`src/sv/ahr_pkg.sv`:
```
// ahr_pkg: shared types, status codes and header constants for the A/B
// header recovery block. No dependencies.
package ahr_pkg;

    localparam int HEAD_BYTES_DEF = 24;
    // Checked header layout: bytes 0..23 are interpreted, the CRC covers 0..19
    localparam int FIELD_BYTES    = 24;
    localparam int CRC_BYTES      = 20;
    localparam int POS_SCHEMA     = 5;
    localparam int POS_FLAGS      = 7;
    localparam int POS_GEN        = 11;
    localparam int POS_LEN        = 15;
    localparam int POS_MCRC       = 19;
    localparam int POS_CHECK      = 23;
    localparam int MAGIC_LEN      = 4;

    localparam logic [31:0] CRC_INIT  = 32'hFFFF_FFFF;
    localparam logic [31:0] CRC_POLY  = 32'h82F6_3B78;
    localparam logic [31:0] HALF_SPAN = 32'h8000_0000;
    // magic bytes, entry 0 is the first on the wire
    localparam logic [3:0][7:0] HEAD_MAGIC = {8'h48, 8'h48, 8'h53, 8'h4C};

    localparam logic [15:0] SCHEMA_RESET = 16'd1;

    // head status codes
    localparam logic [2:0] HS_VALID    = 3'd0;
    localparam logic [2:0] HS_SHORT    = 3'd1;
    localparam logic [2:0] HS_MAGIC    = 3'd2;
    localparam logic [2:0] HS_SCHEMA   = 3'd3;
    localparam logic [2:0] HS_FLAGS    = 3'd4;
    localparam logic [2:0] HS_CHECKSUM = 3'd5;

    // copy status codes
    localparam logic [2:0] CS_VALID       = 3'd0;
    localparam logic [2:0] CS_BAD_HEAD    = 3'd1;
    localparam logic [2:0] CS_NO_MANIFEST = 3'd2;
    localparam logic [2:0] CS_MISMATCH    = 3'd3;
    localparam logic [2:0] CS_BAD_PAYLOAD = 3'd4;

    // choice codes
    localparam logic [1:0] CH_NONE     = 2'd0;
    localparam logic [1:0] CH_A        = 2'd1;
    localparam logic [1:0] CH_B        = 2'd2;
    localparam logic [1:0] CH_CONFLICT = 2'd3;

    localparam logic SLOT_A = 1'b0;
    localparam logic SLOT_B = 1'b1;

    typedef struct packed {
        logic [7:0]  head_byte;
        logic        slot;
        logic        last_byte;
        logic        manifest_present;
        logic [31:0] manifest_length;
        logic [31:0] manifest_crc;
        logic        payload_valid;
    } head_item_t;

    typedef struct packed {
        logic        result_slot;
        logic [2:0]  head_status;
        logic [2:0]  copy_status;
        logic        choice_ready;
        logic [1:0]  choice;
        logic [31:0] chosen_generation;
        logic [31:0] chosen_manifest_length;
        logic [31:0] chosen_manifest_crc;
    } res_item_t;

    // per-copy verdict handed from the checker to the slot selector
    typedef struct packed {
        logic [2:0]  head_status;
        logic [2:0]  copy_status;
        logic [31:0] generation;
        logic [31:0] manifest_length;
        logic [31:0] manifest_crc;
    } copy_sum_t;

endpackage

```
`src/sv/ahr_copy_check.sv`:
```
// ahr_copy_check: per-copy byte walker with CRC-32C, magic/schema/flags
// checks and field capture. Depends on ahr_pkg.
module ahr_copy_check #(
    parameter int HEAD_BYTES = ahr_pkg::HEAD_BYTES_DEF
) (
    input  logic               clk,
    input  logic               rst_n,
    input  logic               step,
    input  ahr_pkg::head_item_t item,
    input  logic [15:0]        schema,
    output ahr_pkg::copy_sum_t summary
);

    localparam int CW = $clog2(HEAD_BYTES + 1);
    localparam logic [CW-1:0] HB_LAST = CW'(HEAD_BYTES);

    function automatic logic [31:0] crc_byte(input logic [31:0] c, input logic [7:0] b);
        logic [31:0] r;
        r = c ^ {24'h0, b};
        for (int k = 0; k < 8; k++)
            r = (r >> 1) ^ (ahr_pkg::CRC_POLY & {32{r[0]}});
        return r;
    endfunction

    logic [CW-1:0] count_reg, count_next;
    logic [31:0]   crc_reg, crc_next;
    logic [2:0]    err_reg, err_next;
    logic [31:0]   shift_reg, shift_next;
    logic [31:0]   gen_reg, gen_next;
    logic [31:0]   len_reg, len_next;
    logic [31:0]   mcrc_reg, mcrc_next;
    logic [2:0]    code;
    logic [2:0]    hs;
    logic [2:0]    cs;

    always_comb
    begin
        shift_next = shift_reg;
        crc_next   = crc_reg;
        gen_next   = gen_reg;
        len_next   = len_reg;
        mcrc_next  = mcrc_reg;
        code       = ahr_pkg::HS_VALID;
        if (count_reg < CW'(ahr_pkg::FIELD_BYTES))
        begin
            shift_next = {shift_reg[23:0], item.head_byte};
            if (count_reg < CW'(ahr_pkg::CRC_BYTES))
                crc_next = crc_byte(crc_reg, item.head_byte);
            if (count_reg < CW'(ahr_pkg::MAGIC_LEN))
            begin
                if (item.head_byte != ahr_pkg::HEAD_MAGIC[count_reg[1:0]])
                    code = ahr_pkg::HS_MAGIC;
            end
            else if (count_reg == CW'(ahr_pkg::POS_SCHEMA))
            begin
                if (shift_next[15:0] != schema)
                    code = ahr_pkg::HS_SCHEMA;
            end
            else if (count_reg == CW'(ahr_pkg::POS_FLAGS))
            begin
                if (shift_next[15:0] != 16'h0)
                    code = ahr_pkg::HS_FLAGS;
            end
            else if (count_reg == CW'(ahr_pkg::POS_GEN))
                gen_next = shift_next;
            else if (count_reg == CW'(ahr_pkg::POS_LEN))
                len_next = shift_next;
            else if (count_reg == CW'(ahr_pkg::POS_MCRC))
                mcrc_next = shift_next;
            else if (count_reg == CW'(ahr_pkg::POS_CHECK))
            begin
                // the CRC stopped updating after byte 19
                if (shift_next != ~crc_reg)
                    code = ahr_pkg::HS_CHECKSUM;
            end
        end
        err_next   = (err_reg == ahr_pkg::HS_VALID) ? code : err_reg;
        count_next = (count_reg < HB_LAST) ? count_reg + CW'(1) : count_reg;

        // short copy outranks every other error
        hs = (count_next < HB_LAST) ? ahr_pkg::HS_SHORT : err_next;
        if (hs != ahr_pkg::HS_VALID)
            cs = ahr_pkg::CS_BAD_HEAD;
        else if (!item.manifest_present)
            cs = ahr_pkg::CS_NO_MANIFEST;
        else if (item.manifest_length != len_next || item.manifest_crc != mcrc_next)
            cs = ahr_pkg::CS_MISMATCH;
        else if (!item.payload_valid)
            cs = ahr_pkg::CS_BAD_PAYLOAD;
        else
            cs = ahr_pkg::CS_VALID;

        summary.head_status     = hs;
        summary.copy_status     = cs;
        summary.generation      = gen_next;
        summary.manifest_length = len_next;
        summary.manifest_crc    = mcrc_next;
    end

    always_ff @(posedge clk or negedge rst_n)
    begin
        if (!rst_n)
        begin
            count_reg <= '0;
            crc_reg   <= ahr_pkg::CRC_INIT;
            err_reg   <= ahr_pkg::HS_VALID;
            shift_reg <= '0;
            gen_reg   <= '0;
            len_reg   <= '0;
            mcrc_reg  <= '0;
        end
        else if (step)
        begin
            if (item.last_byte)
            begin
                count_reg <= '0;
                crc_reg   <= ahr_pkg::CRC_INIT;
                err_reg   <= ahr_pkg::HS_VALID;
                shift_reg <= '0;
                gen_reg   <= '0;
                len_reg   <= '0;
                mcrc_reg  <= '0;
            end
            else
            begin
                count_reg <= count_next;
                crc_reg   <= crc_next;
                err_reg   <= err_next;
                shift_reg <= shift_next;
                gen_reg   <= gen_next;
                len_reg   <= len_next;
                mcrc_reg  <= mcrc_next;
            end
        end
    end

endmodule

```
`src/sv/ahr_select.sv`:
```
// ahr_select: holds the slot A record and picks A, B, none or conflict on
// a slot B verdict. Depends on ahr_pkg.
module ahr_select (
    input  logic               clk,
    input  logic               rst_n,
    input  logic               step,
    input  logic               slot,
    input  ahr_pkg::copy_sum_t summary,
    output ahr_pkg::res_item_t result
);

    logic [2:0]  a_status_reg;
    logic [31:0] a_gen_reg;
    logic [31:0] a_len_reg;
    logic [31:0] a_mcrc_reg;
    logic        a_ok;
    logic        b_ok;
    logic [31:0] delta;
    logic [1:0]  choice;

    always_comb
    begin
        a_ok   = (a_status_reg == ahr_pkg::CS_VALID);
        b_ok   = (summary.copy_status == ahr_pkg::CS_VALID);
        delta  = a_gen_reg - summary.generation;
        choice = ahr_pkg::CH_NONE;
        if (slot == ahr_pkg::SLOT_B)
        begin
            if (a_ok && !b_ok)
                choice = ahr_pkg::CH_A;
            else if (!a_ok && b_ok)
                choice = ahr_pkg::CH_B;
            else if (a_ok && b_ok)
            begin
                if (delta == 32'h0)
                    choice = (a_len_reg != summary.manifest_length ||
                              a_mcrc_reg != summary.manifest_crc) ?
                             ahr_pkg::CH_CONFLICT : ahr_pkg::CH_A;
                else if (delta == ahr_pkg::HALF_SPAN)
                    choice = ahr_pkg::CH_CONFLICT;
                else if (!delta[31])
                    choice = ahr_pkg::CH_A;
                else
                    choice = ahr_pkg::CH_B;
            end
        end

        result.result_slot  = slot;
        result.head_status  = summary.head_status;
        result.copy_status  = summary.copy_status;
        result.choice_ready = slot;
        result.choice       = choice;
        result.chosen_generation      = '0;
        result.chosen_manifest_length = '0;
        result.chosen_manifest_crc    = '0;
        if (choice == ahr_pkg::CH_A)
        begin
            result.chosen_generation      = a_gen_reg;
            result.chosen_manifest_length = a_len_reg;
            result.chosen_manifest_crc    = a_mcrc_reg;
        end
        else if (choice == ahr_pkg::CH_B)
        begin
            result.chosen_generation      = summary.generation;
            result.chosen_manifest_length = summary.manifest_length;
            result.chosen_manifest_crc    = summary.manifest_crc;
        end
    end

    always_ff @(posedge clk or negedge rst_n)
    begin
        if (!rst_n)
        begin
            a_status_reg <= ahr_pkg::CS_BAD_HEAD;
            a_gen_reg    <= '0;
            a_len_reg    <= '0;
            a_mcrc_reg   <= '0;
        end
        else if (step)
        begin
            if (slot == ahr_pkg::SLOT_A)
            begin
                a_status_reg <= summary.copy_status;
                a_gen_reg    <= summary.generation;
                a_len_reg    <= summary.manifest_length;
                a_mcrc_reg   <= summary.manifest_crc;
            end
            else
            begin
                // B closes the pair; a later B stands alone
                a_status_reg <= ahr_pkg::CS_BAD_HEAD;
                a_gen_reg    <= '0;
                a_len_reg    <= '0;
                a_mcrc_reg   <= '0;
            end
        end
    end

endmodule

```
`src/sv/ab_head_record_recovery_core.sv`:
```
// ab_head_record_recovery_core: top level, input register, result register
// and configuration. Depends on ahr_pkg, ahr_copy_check, ahr_select.
//
// Header bytes of slot A then slot B enter one item per clock while
// head_stall is low, with no gaps needed. Each accepted byte is held in
// the input register; from there the byte-wide CRC-32C update, field
// checks and, on a copy's last byte, the slot choice into the result
// register are done. The input keeps flowing while a result waits; only
// a last byte stalls, when the result register is still full and
// stalled. The schema register resets to 1 and must be written through
// cfg only while no item is in flight; the block does not enforce this.
// cfg_ready is always high.
module ab_head_record_recovery_core #(
    parameter int HEAD_BYTES = ahr_pkg::HEAD_BYTES_DEF
) (
    input  logic                clk,
    input  logic                rst_n,
    input  logic                head_valid,
    output logic                head_stall,
    input  ahr_pkg::head_item_t head_item,
    output logic                res_valid,
    input  logic                res_stall,
    output ahr_pkg::res_item_t  res_item,
    input  logic                cfg_valid,
    output logic                cfg_ready,
    input  logic [15:0]         cfg_data
);

    logic                s1_valid_reg;
    ahr_pkg::head_item_t s1_item_reg;
    logic                res_valid_reg;
    ahr_pkg::res_item_t  res_item_reg;
    logic [15:0]         schema_reg;
    logic                out_free;
    logic                s1_advance;
    ahr_pkg::copy_sum_t  summary;
    ahr_pkg::res_item_t  result;

    assign out_free   = !res_valid_reg || !res_stall;
    assign s1_advance = s1_valid_reg && (!s1_item_reg.last_byte || out_free);
    assign head_stall = s1_valid_reg && !s1_advance;
    assign cfg_ready  = 1'b1;
    assign res_valid  = res_valid_reg;
    assign res_item   = res_item_reg;

    ahr_copy_check #(
        .HEAD_BYTES(HEAD_BYTES)
    ) u_check (
        .clk     (clk),
        .rst_n   (rst_n),
        .step    (s1_advance),
        .item    (s1_item_reg),
        .schema  (schema_reg),
        .summary (summary)
    );

    ahr_select u_select (
        .clk     (clk),
        .rst_n   (rst_n),
        .step    (s1_advance && s1_item_reg.last_byte),
        .slot    (s1_item_reg.slot),
        .summary (summary),
        .result  (result)
    );

    always_ff @(posedge clk or negedge rst_n)
    begin
        if (!rst_n)
        begin
            s1_valid_reg  <= 1'b0;
            res_valid_reg <= 1'b0;
            schema_reg    <= ahr_pkg::SCHEMA_RESET;
        end
        else
        begin
            if (!head_stall)
                s1_valid_reg <= head_valid;
            if (s1_advance && s1_item_reg.last_byte)
                res_valid_reg <= 1'b1;
            else if (!res_stall)
                res_valid_reg <= 1'b0;
            if (cfg_valid && cfg_ready)
                schema_reg <= cfg_data;
        end
    end

    always_ff @(posedge clk)
    begin
        if (head_valid && !head_stall)
            s1_item_reg <= head_item;
        if (s1_advance && s1_item_reg.last_byte)
            res_item_reg <= result;
    end

    // a held input item must not move while it waits for the result register
    a_s1_hold: assert property (@(posedge clk) disable iff (!rst_n)
        s1_valid_reg && !s1_advance |=> s1_valid_reg && $stable(s1_item_reg))
        else $error("input register changed while stalled");

    a_choice_only_b: assert property (@(posedge clk) disable iff (!rst_n)
        res_valid_reg |-> res_item_reg.choice_ready == res_item_reg.result_slot &&
        (res_item_reg.result_slot == ahr_pkg::SLOT_B ||
         res_item_reg.choice == ahr_pkg::CH_NONE))
        else $error("choice given on a slot A result");

    a_bad_head: assert property (@(posedge clk) disable iff (!rst_n)
        res_valid_reg && res_item_reg.head_status != ahr_pkg::HS_VALID |->
        res_item_reg.copy_status == ahr_pkg::CS_BAD_HEAD)
        else $error("bad head not reflected in copy status");

    a_no_pick_zero: assert property (@(posedge clk) disable iff (!rst_n)
        res_valid_reg && (res_item_reg.choice == ahr_pkg::CH_NONE ||
                          res_item_reg.choice == ahr_pkg::CH_CONFLICT) |->
        res_item_reg.chosen_generation == 32'h0 &&
        res_item_reg.chosen_manifest_length == 32'h0 &&
        res_item_reg.chosen_manifest_crc == 32'h0)
        else $error("chosen fields set without a pick");

endmodule

```
`config.mk`:
```
export PLATFORM = sky130hd
export DESIGN_NAME = ab_head_record_recovery_core
export DESIGN_NICKNAME = d
export VERILOG_FILES = /design/src/sv/ahr_pkg.sv /design/src/sv/ahr_copy_check.sv /design/src/sv/ahr_select.sv /design/src/sv/ab_head_record_recovery_core.sv
export SDC_FILE = /design/constraint.sdc
export NUM_CORES = 1
export LEC_CHECK = 0
export BUFFER_PORTS_ARGS = -buffer_cell sky130_fd_sc_hd__buf_4
export CAP_MARGIN = 20
export CORE_ASPECT_RATIO = 1.2
export CORE_MARGIN = 2
export CORE_UTILIZATION = 39
export CTS_CLUSTER_SIZE = 25
export DETAILED_ROUTE_END_ITERATION = 7
export PLACE_DENSITY = 0.68
export SETUP_SLACK_MARGIN = 0.3
export SYNTH_ARGS = -nofsm -noshare
export SYNTH_HDL_FRONTEND = slang
export SYNTH_SLANG_ARGS = --single-unit
export TNS_END_PERCENT = 100
```
`constraint.sdc`:
```
create_clock -name clk -period 6.2 [get_ports clk]
set_input_delay 0.93 -clock clk [delete_from_list [all_inputs] [get_ports clk]]
set_output_delay 0.93 -clock clk [all_outputs]
set_load 0.005 [all_outputs]
```
==> run metrics <==
First-pass DRT Iterations 7; Net Count, Synth 2377; Setup CP Type flop to flop; VDD IR-drop max 0.0002891 V; clock power share 33.6%; Synth Flop Type dfrtp_1; Core ar. 60700 um^2; DR WL/cell 26.30 um; CTS tree done; Worst Setup Start Kind flop; critical path endpoint category flop; clk_lat worst skew 0.62 ns; ranking of synthesized cells by area dfrtp_1, edfxtp_1, xnor2_1, dfstp_2, o21ai_0; sequential area share after synthesis 51.92%; Largest register FFs 105; Cells after Synth 2244; clock sinks 458; relative slew slack 31.71%; # IOs 206; Root Driver clkbuf_16; Die X 230.0 um; largest net degree at the start of global routing 126; asr flop ratio synth 60.48%; FILL cells 5580; final setup skew 0.03582 ns; nets@finish 2590; # setup viols final 0; CTS Buf Count 48; clock buffer depth 3; fin crit share 92.69%; Slew @ Worst Pin 1.021 ns; Starting Density 39.38%; row count 99; Period minus WS final 5.747 ns; hold_ws 0.3536 ns; register bit total from synthesis 458; Detail Route Antenna Nets 0; Hold Path Class primary input to async pin; residual DRC count 0; CP arrival 6.18 ns; P_sw 2.793 mW; final hold violations 0; Vias 19760; initial antenna violation count 2; status completed; 1st-iter DRT viols 1958; Top Family by Delay on Critical Path simple AND/OR/NAND/NOR gates; Layout area overhead 18.77%; Vias/cell 5.977; Leak 11.41 nW; Reg power frac 40.8%; Yosys cell types 83; Overall Global Routing Usage 26.75%; slowest stage delay, CP 0.80 ns; combinational share of power 25.5%; area of the die 63290 um^2; number of flops mapped to enable cells by yosys 181; non-filler cells in the finished layout 3305; grt ovf 0; placed instance count 3209; hold buffers post-CTS 0; Worst R2R Start u_check.count_reg[2]; cell area power density 313.5 nW/um^2; synthesized area per cell 10.65 um^2; Peak Freq 0.1740 GHz; die height 275.2 um; clk slew on worst S/H paths 0.07 ns; RSZ-0062 raised after global routing no; Routed Wire Length 86910 um; Yosys top cell area share 25.44%; I/O Buffers 204; synthesized area 23900 um^2; vias in the first global route 19550; Syn. warnings 0; maximum fanout along the worst path 38; crit-path cells and3_1, ha_1, and2_1, nand2_1, buf_4, nor2_1, a21oi_1, a221oi_1, nand4_1, or4_1, nand2b_1, a31oi_4, buf_6, o2bb2ai_1; Finished Core Util 46.77%; share of layout cells above drive strength 1 19.79%; Power Internal 6.106 mW; DPL Wire Length 61190 um; RePlAce Congestion 0.9914; Sw Share 31.39%; Worst Path Required 6.63 ns; setup TNS 0 ns; htree depth 2; first-pass GRT wire length 127400 um; Max-Cap Viols 0; post-synth top area cell dfrtp_1; Worst Setup SP u_check.count_reg[2]; Crit-path slowest cell a221oi_1; Worst Path Buf+Inv 2; Final Max Slew Viols 0
==> power by group through the flow <==
stage	Clock, mW	Sequential [mW]	Combinational [mW]
final	2.99	3.63	2.27
after global routing	3.16	3.64	2.46
after CTS	3.04	3.62	2.26
after detailed placement	0	3.68	2.24
after global placement	0	3.68	2.21
after floorplan	0	3.57	1.69
==> cells in the mapped netlist (all sizes together) (36+ instances only) <==
cell / n
o21ai: 174
nor2: 103
a21oi: 126
clkbuf: 112
dfrtp: 243
mux2i: 60
xor2: 81
inv: 91
nand2: 218
o22ai: 65
o2bb2ai: 100
xnor2: 159
edfxtp: 181
ha: 36
==> what timing repair did <==
item	in CTS	in global routing
resized for setup	1	23
setup buffers	2	2
gates cloned	0	1
setup endpoints to repair	38	96
pin swaps	1	2
==> path summary, 6_finish.rpt <==
check / endpoint / slack (ns) / depth (start not counted)
hold / removal: u_check.err_reg[0] / 0.35 / 1
setup reg to reg: res_item[67] / 0.45 / 14
max in group asynchronous: u_select.a_mcrc_reg[1] / 4.46 / 2
hold reg to reg: u_check.gen_reg[20] / 0.48 / 2
min in group clk: u_check.gen_reg[20] / 0.48 / 2
setup / recovery: res_item[67] / 0.45 / 14
==> logic make-up (layout without fill, tap and decap cells) <==
group                      count (synthesis)  in the layout  share of synthesized area, %
AOI/OAI and AO/OA                        657            657                         19.05
xor gates and xnor gates                 240            240                         8.795
adders and majority gates                 36             36                         1.885
buffers and inverters                    237            489                         4.235
DFF                                      458            458                         51.92
muxes                                     78             78                         3.392
other                                      1              2                       0.01569
and+or+nand+nor                          537            537                         10.71
==> final cells by class <==
class | instances | area (um^2) | area share [%]
Multi-Input combinational cell | 1549 | 10590 | 37.29
Inverter | 91 | 344.1 | 1.212
Clock inverter | 24 | 282.8 | 0.9962
Timing Repair Buffer | 309 | 2434 | 8.573
Clock buffer | 65 | 1316 | 4.637
Tap cell | 808 | 1011 | 3.562
Antenna cell | 1 | 2.502 | 0.008816
Sequential cell | 458 | 12410 | 43.72
==> metrics by stage <==
stage / cell area (um^2) / worst slack, ns / total power, mW
after global placement: 26640 / 0.2835 / 5.884
final: 28390 / 0.4535 / 8.899
after detailed placement: 26640 / 0.2197 / 5.918
after floorplan: 23910 / 0.3932 / 5.264
after global routing: 28390 / 0.2904 / 9.267
after CTS: 28260 / 0.3980 / 8.923
==> routing by layer <==
layer / track usage, % / up-vias / routed length, um
met5: 0 / - / 18
met4: 14.47 / 2 / 4943
met3: 4.498 / 237 / 6200
met2: 42.52 / 994 / 40100
met1: 35.02 / 9889 / 35650
li1: - / 8633 / -
==> worst reg2reg max path: cells and delay by family, from the launching register on <==
kind | cells | cell delay [ns]
AOI/OAI and AO/OA | 4 | 1.40
and+or+nand+nor | 7 | 2.42
buffers and inverters | 2 | 0.84
DFF | 1 | 0.68
adders and majority gates | 1 | 0.27
==> cell usage in the layout, fill, tap and decap left out, types with 18 or more instances in the layout <==
master,count
ha_1,32
edfxtp_1,181
o22ai_1,65
o2bb2ai_2,23
nand3_1,21
xor2_1,81
dfrtp_1,243
nand4_1,32
mux2i_1,54
xnor2_1,159
o31ai_1,33
o21ai_0,172
mux2_2,18
o2bb2ai_1,77
inv_1,90
nor3_1,29
nand2b_1,23
a22o_1,29
nor2_1,100
dfstp_2,34
clkbuf_16,50
nor2b_1,21
nand2_1,213
nor4_1,33
buf_4,299
a21oi_1,124
(Power assumes the default switching activity.)
